**config.mk**
```make
export PLATFORM = sky130hd
export DESIGN_NAME = glob_path_match
export DESIGN_NICKNAME = d
export VERILOG_FILES = /design/src/design/gpm_pkg.sv /design/src/design/gpm_cell.sv /design/src/design/gpm_out_stage.sv /design/src/design/glob_path_match.sv
export SDC_FILE = /design/constraint.sdc
export NUM_CORES = 1
export LEC_CHECK = 0
export ABC_CLOCK_PERIOD_IN_PS = 13100
export BUFFER_PORTS_ARGS = -buffer_cell sky130_fd_sc_hd__buf_2
export CAP_MARGIN = 20
export CORE_UTILIZATION = 50
export CTS_CLUSTER_DIAMETER = 120
export DETAILED_ROUTE_END_ITERATION = 10
export GPL_TIMING_DRIVEN = 0
export HOLD_SLACK_MARGIN = 0.1
export PLACE_DENSITY_LB_ADDON = 0.2
export SLEW_MARGIN = 20
export SYNTH_ARGS = -nofsm -noshare
export SYNTH_HDL_FRONTEND = slang
export SYNTH_SLANG_ARGS = --single-unit
```
**constraint.sdc**
```tcl
create_clock -name i_clk -period 13.1 [get_ports i_clk]
set_input_delay 1.965 -clock i_clk [delete_from_list [all_inputs] [get_ports i_clk]]
set_output_delay 1.965 -clock i_clk [all_outputs]
set_load 0.01 [all_outputs]
```
**src/design/gpm_pkg.sv**
```systemverilog
package gpm_pkg;

    typedef enum logic [1:0] {
        FUNC_LOAD  = 2'd0,
        FUNC_START = 2'd1,
        FUNC_BYTE  = 2'd2
    } t_func;

    typedef enum logic [1:0] {
        KIND_LITERAL   = 2'd0,
        KIND_SINGLE    = 2'd1,
        KIND_LAYER     = 2'd2,
        KIND_LAYER_ANY = 2'd3
    } t_kind;

    typedef enum logic [1:0] {
        REG_PATTERN_LENGTH  = 2'd0,
        REG_SEPARATOR_BYTE  = 2'd1,
        REG_SEPARATOR_CHECK = 2'd2
    } t_reg;

    localparam logic [5:0] LEN_RESET       = 6'd0;
    localparam logic [7:0] SEP_BYTE_RESET  = 8'd47;
    localparam logic       SEP_CHECK_RESET = 1'b1;

    typedef struct packed {
        logic       start;
        logic       advance;
        logic       blocked;
        logic [7:0] text_byte;
    } t_cell_ctl;

    typedef struct packed {
        logic       we;
        t_kind      kind;
        logic [7:0] lit_byte;
    } t_cell_load;

    typedef struct packed {
        logic valid;
        logic matched;
    } t_result;

endpackage

```
**src/design/gpm_cell.sv**
```systemverilog
module gpm_cell
    import gpm_pkg::*;
(
    input  logic       i_clk,
    input  logic       i_rst_n,
    input  t_cell_ctl  i_ctl,
    input  t_cell_load i_load,
    input  logic       i_diag,
    input  logic       i_chain,
    output logic       o_bit,
    output logic       o_chain
);

    t_kind      r_kind;
    logic [7:0] r_byte;
    logic       r_bit;
    logic       n_bit;
    logic       w_star;
    logic       w_step;

    assign w_star = (r_kind == KIND_LAYER) || (r_kind == KIND_LAYER_ANY);

    always_comb begin
        unique case (r_kind)
            KIND_LITERAL:   w_step = i_diag && (i_ctl.text_byte == r_byte);
            KIND_SINGLE:    w_step = i_diag && !i_ctl.blocked;
            KIND_LAYER:     w_step = i_chain || (r_bit && !i_ctl.blocked);
            KIND_LAYER_ANY: w_step = i_chain || r_bit;
            default:        w_step = 1'b0;
        endcase
    end

    always_comb begin
        o_chain = i_ctl.start ? (i_chain && w_star) : w_step;
        n_bit   = (i_ctl.start || i_ctl.advance) ? o_chain : r_bit;
    end

    assign o_bit = r_bit;

    always_ff @(posedge i_clk) begin
        if (!i_rst_n) begin
            r_bit <= 1'b0;
        end else begin
            r_bit <= n_bit;
        end
    end

    always_ff @(posedge i_clk) begin
        if (i_load.we) begin
            r_kind <= i_load.kind;
            r_byte <= i_load.lit_byte;
        end
    end

endmodule

```
**src/design/gpm_out_stage.sv**
```systemverilog
module gpm_out_stage
    import gpm_pkg::*;
(
    input  logic    i_clk,
    input  logic    i_rst_n,
    input  t_result i_res,
    input  logic    i_stall,
    output logic    o_valid,
    output logic    o_matched,
    output logic    o_full
);

    logic r_out_valid;
    logic r_out_matched;
    logic r_skid_valid;
    logic r_skid_matched;
    logic n_out_valid;
    logic n_out_matched;
    logic n_skid_valid;
    logic n_skid_matched;

    always_comb begin
        n_out_valid    = r_out_valid;
        n_out_matched  = r_out_matched;
        n_skid_valid   = r_skid_valid;
        n_skid_matched = r_skid_matched;
        if (!r_out_valid || !i_stall) begin
            if (r_skid_valid) begin
                n_out_valid   = 1'b1;
                n_out_matched = r_skid_matched;
                n_skid_valid  = 1'b0;
            end else begin
                n_out_valid   = i_res.valid;
                n_out_matched = i_res.matched;
            end
        end else if (i_res.valid) begin
            n_skid_valid   = 1'b1;
            n_skid_matched = i_res.matched;
        end
    end

    always_ff @(posedge i_clk) begin
        if (!i_rst_n) begin
            r_out_valid  <= 1'b0;
            r_skid_valid <= 1'b0;
        end else begin
            r_out_valid  <= n_out_valid;
            r_skid_valid <= n_skid_valid;
        end
    end

    always_ff @(posedge i_clk) begin
        r_out_matched  <= n_out_matched;
        r_skid_matched <= n_skid_matched;
    end

    assign o_valid   = r_out_valid;
    assign o_matched = r_out_matched;
    assign o_full    = r_skid_valid;

endmodule

```
**src/design/glob_path_match.sv**
```systemverilog
// Channel   | Direction | Handshake          | Payload
// input     | in        | i_valid / o_stall  | i_func i_entry_slot i_entry_kind
//           |           |                    | i_entry_byte i_text_byte
// result    | out       | o_valid / i_stall  | o_matched
// config    | in        | APB psel / penable | paddr pwdata prdata
//
// One item is taken per cycle while o_stall is low; a start or byte result is registered in the output stage.
// The rate rests on the combinational one-bit ripple through the row of pattern cells.
// Synchronous reset clears the match row to bit zero only and restores the registers.
// Pattern entries are not cleared by reset.
// A two-entry output stage lets input continue while one result waits on a stall.
module glob_path_match
    import gpm_pkg::*;
#(
    parameter int PATTERN_MAX = 32
) (
    input  logic        i_clk,
    input  logic        i_rst_n,
    input  logic        i_valid,
    output logic        o_stall,
    input  logic [1:0]  i_func,
    input  logic [4:0]  i_entry_slot,
    input  logic [1:0]  i_entry_kind,
    input  logic [7:0]  i_entry_byte,
    input  logic [7:0]  i_text_byte,
    output logic        o_valid,
    input  logic        i_stall,
    output logic        o_matched,
    input  logic        psel,
    input  logic        penable,
    input  logic        pwrite,
    input  logic [3:0]  paddr,
    input  logic [31:0] pwdata,
    output logic [31:0] prdata,
    output logic        pready
);

    localparam int IDX_W = $clog2(PATTERN_MAX + 1);

    logic [5:0]  r_len;
    logic [7:0]  r_sep;
    logic        r_sep_chk;
    logic        r_row0;
    logic        n_row0;
    logic        w_accept;
    logic        w_load;
    logic        w_cfg_we;
    logic        w_full;
    logic [IDX_W-1:0] w_used;
    t_cell_ctl   w_ctl;
    t_result     w_res;
    logic        w_chain [0:PATTERN_MAX];
    logic        w_bit   [0:PATTERN_MAX];

    assign pready   = 1'b1;
    assign w_cfg_we = psel && penable && pwrite && pready;
    assign w_accept = i_valid && !o_stall;
    assign o_stall  = w_full;

    always_ff @(posedge i_clk) begin
        if (!i_rst_n) begin
            r_len     <= LEN_RESET;
            r_sep     <= SEP_BYTE_RESET;
            r_sep_chk <= SEP_CHECK_RESET;
        end else if (w_cfg_we) begin
            unique case (t_reg'(paddr[3:2]))
                REG_PATTERN_LENGTH:  r_len     <= pwdata[5:0];
                REG_SEPARATOR_BYTE:  r_sep     <= pwdata[7:0];
                REG_SEPARATOR_CHECK: r_sep_chk <= pwdata[0];
                default: ;
            endcase
        end
    end

    always_comb begin
        unique case (t_reg'(paddr[3:2]))
            REG_PATTERN_LENGTH:  prdata = {26'd0, r_len};
            REG_SEPARATOR_BYTE:  prdata = {24'd0, r_sep};
            REG_SEPARATOR_CHECK: prdata = {31'd0, r_sep_chk};
            default:             prdata = 32'd0;
        endcase
    end

    always_comb begin
        w_load        = 1'b0;
        w_ctl.start   = 1'b0;
        w_ctl.advance = 1'b0;
        unique case (t_func'(i_func))
            FUNC_LOAD:  w_load        = w_accept;
            FUNC_START: w_ctl.start   = w_accept;
            FUNC_BYTE:  w_ctl.advance = w_accept;
            default: ;
        endcase
        w_ctl.blocked   = r_sep_chk && (i_text_byte == r_sep);
        w_ctl.text_byte = i_text_byte;
    end

    assign w_chain[0] = w_ctl.start;
    assign w_bit[0]   = r_row0;

    always_comb begin
        n_row0 = r_row0;
        if (w_ctl.start) begin
            n_row0 = 1'b1;
        end else if (w_ctl.advance) begin
            n_row0 = 1'b0;
        end
    end

    always_ff @(posedge i_clk) begin
        if (!i_rst_n) begin
            r_row0 <= 1'b1;
        end else begin
            r_row0 <= n_row0;
        end
    end

    for (genvar j = 0; j < PATTERN_MAX; j++) begin : g_cell
        t_cell_load w_cell_load;

        assign w_cell_load.we       = w_load && (32'(i_entry_slot) == 32'(j));
        assign w_cell_load.kind     = t_kind'(i_entry_kind);
        assign w_cell_load.lit_byte = i_entry_byte;

        gpm_cell u_cell (
            .i_clk   (i_clk),
            .i_rst_n (i_rst_n),
            .i_ctl   (w_ctl),
            .i_load  (w_cell_load),
            .i_diag  (w_bit[j]),
            .i_chain (w_chain[j]),
            .o_bit   (w_bit[j+1]),
            .o_chain (w_chain[j+1])
        );
    end

    assign w_used = (32'(r_len) > 32'(PATTERN_MAX)) ? IDX_W'(PATTERN_MAX) : IDX_W'(r_len);

    assign w_res.valid   = w_ctl.start || w_ctl.advance;
    assign w_res.matched = w_chain[w_used];

    gpm_out_stage u_out (
        .i_clk     (i_clk),
        .i_rst_n   (i_rst_n),
        .i_res     (w_res),
        .i_stall   (i_stall),
        .o_valid   (o_valid),
        .o_matched (o_matched),
        .o_full    (w_full)
    );

endmodule

```
**Word-level counts from Yosys, hierarchy flattened**

Index checks and enable logic that the tools add are counted.

- Bitwise operators: 3
- $lt $le $gt $ge: 2
- Reduce and logical (&&, ||, !) cells: 276
- Equal/unequal tests: 164
- Multiplexer cells: 74

Operators by type and width:

| operator | number |
|---|---|
| 8-bit equality test | 33 |
| 1-bit logical AND | 133 |
| 2-bit equality test, second input constant | 66 |
| 1-bit case mux with 4 select lines | 32 |
| 1-bit logical OR | 98 |
| 5-bit equality test, second input constant | 16 |
| 2-bit by 1-bit equality test with 1-bit output, second input constant | 34 |
| 2-bit zero test | 34 |
| 5-bit by 4-bit equality test with 1-bit output, second input constant | 8 |
| 1-bit two-way mux | 39 |
| 8-bit case mux with 3 select lines | 1 |
| 5-bit by 3-bit equality test with 1-bit output, second input constant | 4 |
| 5-bit by 2-bit equality test with 1-bit output, second input constant | 2 |
| 2-bit AND reduction | 4 |
| 7-bit >= comparator, second input constant | 1 |
| 6-bit inverter with 7-bit output | 1 |
| 1-bit binary-select mux with 6-bit select | 1 |
| 6-bit > comparator, second input constant | 1 |
| 6-bit two-way mux | 1 |
| 5-bit by 1-bit equality test with 1-bit output, second input constant | 1 |
| 5-bit zero test | 1 |
| 1-bit zero test | 4 |
| 2-bit OR reduction | 2 |
| 1-bit inverter | 2 |

- Input port bits: 68
- Output and inout bits: 36
- Logic and storage cells: 623
- Register bits after elaboration: 372

**Logic depth before layout (Yosys ltp)**

- Depth after elaboration: 104
- Mapped depth: 20
- Depth with buffers taken out: 15

**By module**

Synthesis repeated with hierarchy kept, for this count alone.

- Cell total of the unflattened synthesis: 1,271
- Area total of the unflattened synthesis: 17,326.6 µm²

By module, submodules not included:

| module | area each (µm²) | cells each | seq. area each (µm²) | times used |
|---|---|---|---|---|
| gpm_cell | 484.2 | 32 | 320.3 | 32 |
| glob_path_match | 1,682.9 | 237 | 320.3 | 1 |
| gpm_out_stage | 148.9 | 10 | 100.1 | 1 |

**Least setup slack after synthesis**

OpenSTA, ideal clock, no wires.

- Path type: input port to flip-flop
- Start point: input i_text_byte[3]
- End point: register u_out.r_out_matched (netlist: u_out.o_matched) (data pin)
- Buffers on the path: 2
- Cell stages on the path: 16
- Setup slack: 7.606 ns
- Arrival: 5.235 ns
- Path through: buf_2 xnor2_2 nand2_1 buf_1 o41ai_2 and2_1 nand3_2 o31a_4 o211ai_4 a311oi_2 o311ai_2 a21boi_1 a2111oi_2 a2111oi_0 a31o_1 o31a_1

- Word-level cells in the longest chain between the ends: 104

RTL lines:

| element | line | RTL |
|---|---|---|
| start: declaration | glob_path_match.sv:25 | `input logic [7:0] i_text_byte,` |
| 8-bit equality test | glob_path_match.sv:94 | `w_ctl.blocked = r_sep_chk && (i_text_byte == r_sep);` |
| 1-bit logical AND | glob_path_match.sv:94 |  |
| 1-bit zero test | gpm_cell.sv:26, gpm_cell.sv:27 |  |
| 1-bit logical AND | gpm_cell.sv:26, gpm_cell.sv:27 |  |
| 1-bit logical OR | gpm_cell.sv:27 | `KIND_LAYER: w_step = i_chain \|\| (r_bit && !i_ctl.blocked);` |
| 1-bit case mux with 4 select lines | gpm_cell.sv:24 | `unique case (r_kind)` |
| 1-bit two-way mux | gpm_cell.sv:34 | `o_chain = i_ctl.start ? (i_chain && w_star) : w_step;` |
| 1-bit logical OR (on tied branches) | gpm_cell.sv:28, gpm_cell.sv:27 |  |
| [... 87 more ...] | n/a |  |
| 1-bit case mux with 4 select lines | gpm_cell.sv:24 |  |
| 1-bit two-way mux | gpm_cell.sv:34 |  |
| 1-bit logical OR (on tied branches) | gpm_cell.sv:28, gpm_cell.sv:27 |  |
| 1-bit case mux with 4 select lines | gpm_cell.sv:24 |  |
| 1-bit two-way mux | gpm_cell.sv:34 |  |
| 1-bit binary-select mux with 6-bit select * | glob_path_match.sv:140 | `assign w_res.matched = w_chain[w_used];` |
| 1-bit two-way mux (not written as such) * (2 in a row) | glob_path_match.sv:140 |  |
| 1-bit two-way mux * | gpm_out_stage.sv:28 | `if (r_skid_valid) begin` |
| end signal: assignment | gpm_out_stage.sv:53 | `r_out_matched <= n_out_matched;` |
| end: declaration | gpm_out_stage.sv:14 | `logic r_out_matched;` |

Every way passes the cells marked *; elsewhere a longest branch is shown, timed or not. The select of a mux whose other input is x is not followed.
A chain may end at the register's enable or synchronous reset.

**Worst setup path after layout**

- Start point: input i_func[1]
- End point: register u_out.r_out_matched (netlist: u_out.o_matched) (data pin)

- Word-level cells in the longest chain between the ends: 102

RTL lines:

| element | line | RTL |
|---|---|---|
| start: declaration | glob_path_match.sv:21 | `input logic [1:0] i_func,` |
| 2-bit by 1-bit equality test with 1-bit output * | glob_path_match.sv:88 | `unique case (t_func'(i_func))` |
| 1-bit two-way mux * | glob_path_match.sv:88 |  |
| 1-bit logical OR (on tied branches) | gpm_cell.sv:28, gpm_cell.sv:27 |  |
| 1-bit case mux with 4 select lines | gpm_cell.sv:24 |  |
| 1-bit two-way mux | gpm_cell.sv:34 |  |
| 1-bit logical OR (on tied branches) | gpm_cell.sv:28, gpm_cell.sv:27 |  |
| 1-bit case mux with 4 select lines | gpm_cell.sv:24 |  |
| 1-bit two-way mux | gpm_cell.sv:34 |  |
| [... 85 more ...] | n/a |  |
| 1-bit case mux with 4 select lines | gpm_cell.sv:24 |  |
| 1-bit two-way mux | gpm_cell.sv:34 |  |
| 1-bit logical OR (on tied branches) | gpm_cell.sv:28, gpm_cell.sv:27 |  |
| 1-bit case mux with 4 select lines | gpm_cell.sv:24 |  |
| 1-bit two-way mux | gpm_cell.sv:34 |  |
| 1-bit binary-select mux with 6-bit select * | glob_path_match.sv:140 |  |
| 1-bit two-way mux (not written as such) * (2 in a row) | glob_path_match.sv:140 |  |
| 1-bit two-way mux * | gpm_out_stage.sv:28 |  |

Marked as above.

==> results.md <==
- The flow ran to the end, and the final reports show no timing, DRC or antenna violations.
- Headroom to the max-slew limit came out at 0.243.
- The total via count after detailed routing is approximately 13000.
- Yosys mapped a number of flops with a built-in enable equal to 322.
- The first-pass GRT wire length is between 70000 and 80000 um.
- The total negative slack is 0 ns.
- The number of max-slew violations in the final report is 0.
- The count of input and output buffers is 43.
- The compound-cell area share of the yosys netlist came to 0.104.
- The filler-free cell count of the finished design is 2118.
- TritonCTS built the clock tree.
- The average footprint of a synthesized cell is 12.1 sq um.
- The share of flip-flops with an asynchronous set or reset after synthesis is 0.
- The worst hold path begins at g_cell[28].u_cell.o_bit.
- The Yosys step of the flow raised 0 warnings.
- For the worst flop-to-flop path, the logic depth is 13.
- The top flip-flop cell by instance count after synthesis is edfxtp_1.
- The maximum root-to-sink buffer count is 3.
- Subtracting the final worst setup slack from the clock period gives 6.25 ns.
- The number of global-route vias before repair is 12562.
- TritonCTS created 40 clock buffers.
- The combinational family with the most area after synthesis is simple AND/OR/NAND/NOR gates.
- The max-cap check violation count is 0.
- In the synthesized netlist, the number of instances is 1521.
- The share of the Yosys chip area taken by registers is 0.581.
- The global placer's final weighted congestion is 0.966.
- The static leakage is about 7 nW.
- The H-tree was split into 2 levels.
- The post-detailed-placement cell area is 19300 sq um.
- The row count is 69.
- The path with the worst hold slack has its endpoint at g_cell[28].u_cell.o_bit.
- The final-report hold violation count was 0.
- The number of antenna diodes in the final layout is 0.
- Of the total synthesized cell area, the portion taken by full adders, half adders and majority gates is 0.
- The relative area change from synthesis to final layout is 11.9%.
- Summing every instance area after synthesis gives roughly 18000 sq um.
- The number of violations reported at the end of detailed-routing iteration 0 is ~1300.
- The worst register-to-register path ends at u_out.o_matched.
- After detailed routing, the number of vias per cell comes to 6.15.
- Clock-pin slew was measured on the worst setup and hold paths at 0.06 ns.
- The peak supply drop is around 0.00012 V.
- The number of hold buffers added after cts is 0.
- The die covers 37500 sq um.
- The number of flip-flops and latches in the synthesized netlist is 372.
- The clock skew is 0.0106 ns.
- For this run, the total global-route usage over all layers was measured as 0.279.
- The worst hold path was traced through 2 stages.
- Static timing analysis puts the maximum clock frequency at 160 MHz.
- The pre-antenna-repair detailed-routing pass consisted of 7 iterations.
- The worst setup timing slack at the placement stage is 6.43 ns.
- The beginning of the worst register-to-register path is u_out.o_full.
- CTS placed an instance of clkbuf_16 at the clock tree root.
- Of the cells placed in the final design, the portion with a size suffix greater than 1 is 0.127.
- The biggest area contributor in the post-synthesis netlist is edfxtp_1.
- For the pin with the worst max-slew slack, the measured transition is 1.13 ns.
- At the later pin of the worst-skew pair, clock insertion delay measures around 0.53 ns.
- The parity-gate share of the synthesized area counting xor and xnor cells is 0.130.
- STA classifies the critical path startpoint as an input pin.
- The final layout contains 1697 nets.
- After synthesis, the share of cell area in mux cells is 0.0114.
- Setup repair after global routing left no endpoint under its margin.
- In this run, placement finished with an instance count of 2048.
- Hold is met by between 0.4 and 0.5 ns.
- The power per unit of standard cell area is between 100 and 150 nW/um^2.
- In this run the remaining antenna-violating nets after routing total 0.
- The core region is ~36000 sq um.
- Across all register-to-register paths, the minimum setup slack is 7.88 ns.
- The critical path class is in2reg.
- The effective utilization at floorplan is 0.513.
- The number of failing setup endpoints in the final timing report is 0.
- The number of setup buffers added after CTS is 0.
- Once layout is done, the placed cells without fillers occupy about 21000 sq um.
- Of the total synthesized cell area, the portion taken by AND, OR, NAND and NOR gates is 0.139.
- For this design, the sink count on the clock tree is 372.
- The DRC violation count after routing is 0.
- In this run the worst path has a maximum fanout of 10.
- 104 I/O pins were placed.
- Sorting the synthesized cells by area gives the leading types as edfxtp_1, xnor2_1, xor2_1, dfxtp_1, nor2_1.
- The die boundary height is 194 um.
- The class of the worst hold path is reg2reg.
- Counting instances in the post-synthesis netlist gives the leading cell types as edfxtp_1, xnor2_1, xor2_1, nor2_1, nand2_1.
- The worst path meets setup with 6.85 ns of slack.
- The initial antenna violation count is 0.
- The kind of end point of the critical path is a flop.
- The number of different library cells in the post-synthesis netlist is 90.
- edfxtp_1 is the most common cell in the netlist.
- Data on the critical path is required at its endpoint by 13.50 ns.
- The maximum number of pins on one net before global-route repair is 33.
- Data arrives at the worst endpoint at roughly 6.7 ns.
- Once the clock tree was built, the resizer swapped 0 gates to a different size.
- Dividing the detail-routed wire length by the instance count gives roughly 25 um.
- The post-route fraction of the period consumed by the critical path is 0.477.
- After detailed routing, the total wire length is approximately 52000 um.
- The horizontal die dimension is 194 um.
- The final HPWL from detailed placement is around 35000 um.
- Of the post-synthesis cell area, the dominant cell type holds 0.526.
- Summed over all layers, the global routing overflow is 0.
-- where the power goes --
| group | leakage, nW | switching [mW] | internal [mW] |
|---|---|---|---|
| logic | 3.06 | 0.141 | 0.0737 |
| registers | 3.31 | 0.0132 | 1.30 |
| clock network | 0.624 | 0.453 | 0.678 |
| total | 6.99 | 0.607 | 2.05 |
-- stage by stage --
step	util	power, mW
floorplan	-	1.47
global placement	0.538	1.54
detailed placement	0.538	1.55
CTS	0.574	2.67
global route	0.574	2.73
finish	0.574	2.66
-- sequential cells by signal (all words and copies together), names as in the netlist --
signal                flops
g_cell.u_cell.r_byte    256
g_cell.u_cell.r_kind     64
u_out.o_valid             1
r_len                     6
u_out.r_skid_matched      1
g_cell.u_cell.o_bit      32
u_out.o_full              1
r_sep_chk                 1
r_row0                    1
u_out.o_matched           1
r_sep                     8
-- routing by layer --
metal	wire length, um	vias up	GRT usage
li1	-	5845	-
met1	23000	6477	0.399
met2	24100	614	0.447
met3	3980	88	0.0419
met4	1120	0	0.0741
met5	0	-	0
-- worst max-delay path by stage --
stage	from	end	slack, ns	cells past startpoint
after floorplan	i_text_byte[3]	u_out.o_matched	7.61	16
after global placement	i_text_byte[2]	u_out.o_matched	6.45	18
after detailed placement	i_text_byte[2]	u_out.o_matched	6.43	18
after CTS	i_text_byte[2]	u_out.o_matched	6.95	18
after global routing	i_text_byte[2]	u_out.o_matched	6.69	18
final	i_func[1]	u_out.o_matched	6.85	14
-- placed cells by master (no fill, tap or decap), types with 8 or more instances in the layout --
cell type  instances
nor3b_1           14
dfxtp_1           50
inv_1             16
o31a_1             8
clkbuf_1          34
a31oi_1           25
o211ai_1           9
o31ai_1            8
nor2b_1           22
nor4b_1            8
nand4_1           46
edfxtp_1         322
mux2i_1           21
xor2_1           125
nor3_1            49
nand2_1           92
buf_4             35
conb_1            25
xnor2_2            8
buf_1             12
nor4_1            29
and3_1            14
a21oi_1           39
nor2_1           101
nand2b_1          11
xnor2_1          132
o211a_1           11
o41ai_1           10
o21ai_0           57
clkbuf_16         41
nand3_1           49
buf_2             73
-- final cells by class --
class / instances / area (sq um)
Tap cell: 461 / 577
Inverter: 16 / 60.1
Sequential cell: 372 / 10700
Timing Repair Buffer: 43 / 215
Clock buffer: 53 / 1080
Multi-Input combinational cell: 1051 / 7140
Buffer: 105 / 594
Clock inverter: 17 / 216
Fill cell: 2983 / 15300
-- kinds of logic after synthesis --
group                     after synthesis
DFF                                   372
other                                   2
muxes                                  21
AOI/OAI and AO/OA                     261
buffers and inverters                 121
and+or+nand+nor                       479
xor gates and xnor gates              265
-- critical path, stage by stage --
cell and delay, ns:
buf_2 0.13, nand4bb_1 0.14, buf_2 0.22, buf_2 0.36, buf_1 0.77, clkbuf_1 0.62, buf_1 0.54, buf_1 0.61
o311ai_2 0.24, a21boi_1 0.23, a2111oi_2 0.08, a2111oi_0 0.40, a31o_1 0.20, o31a_1 0.13
No activity file was read; power rests on OpenSTA's default activity.
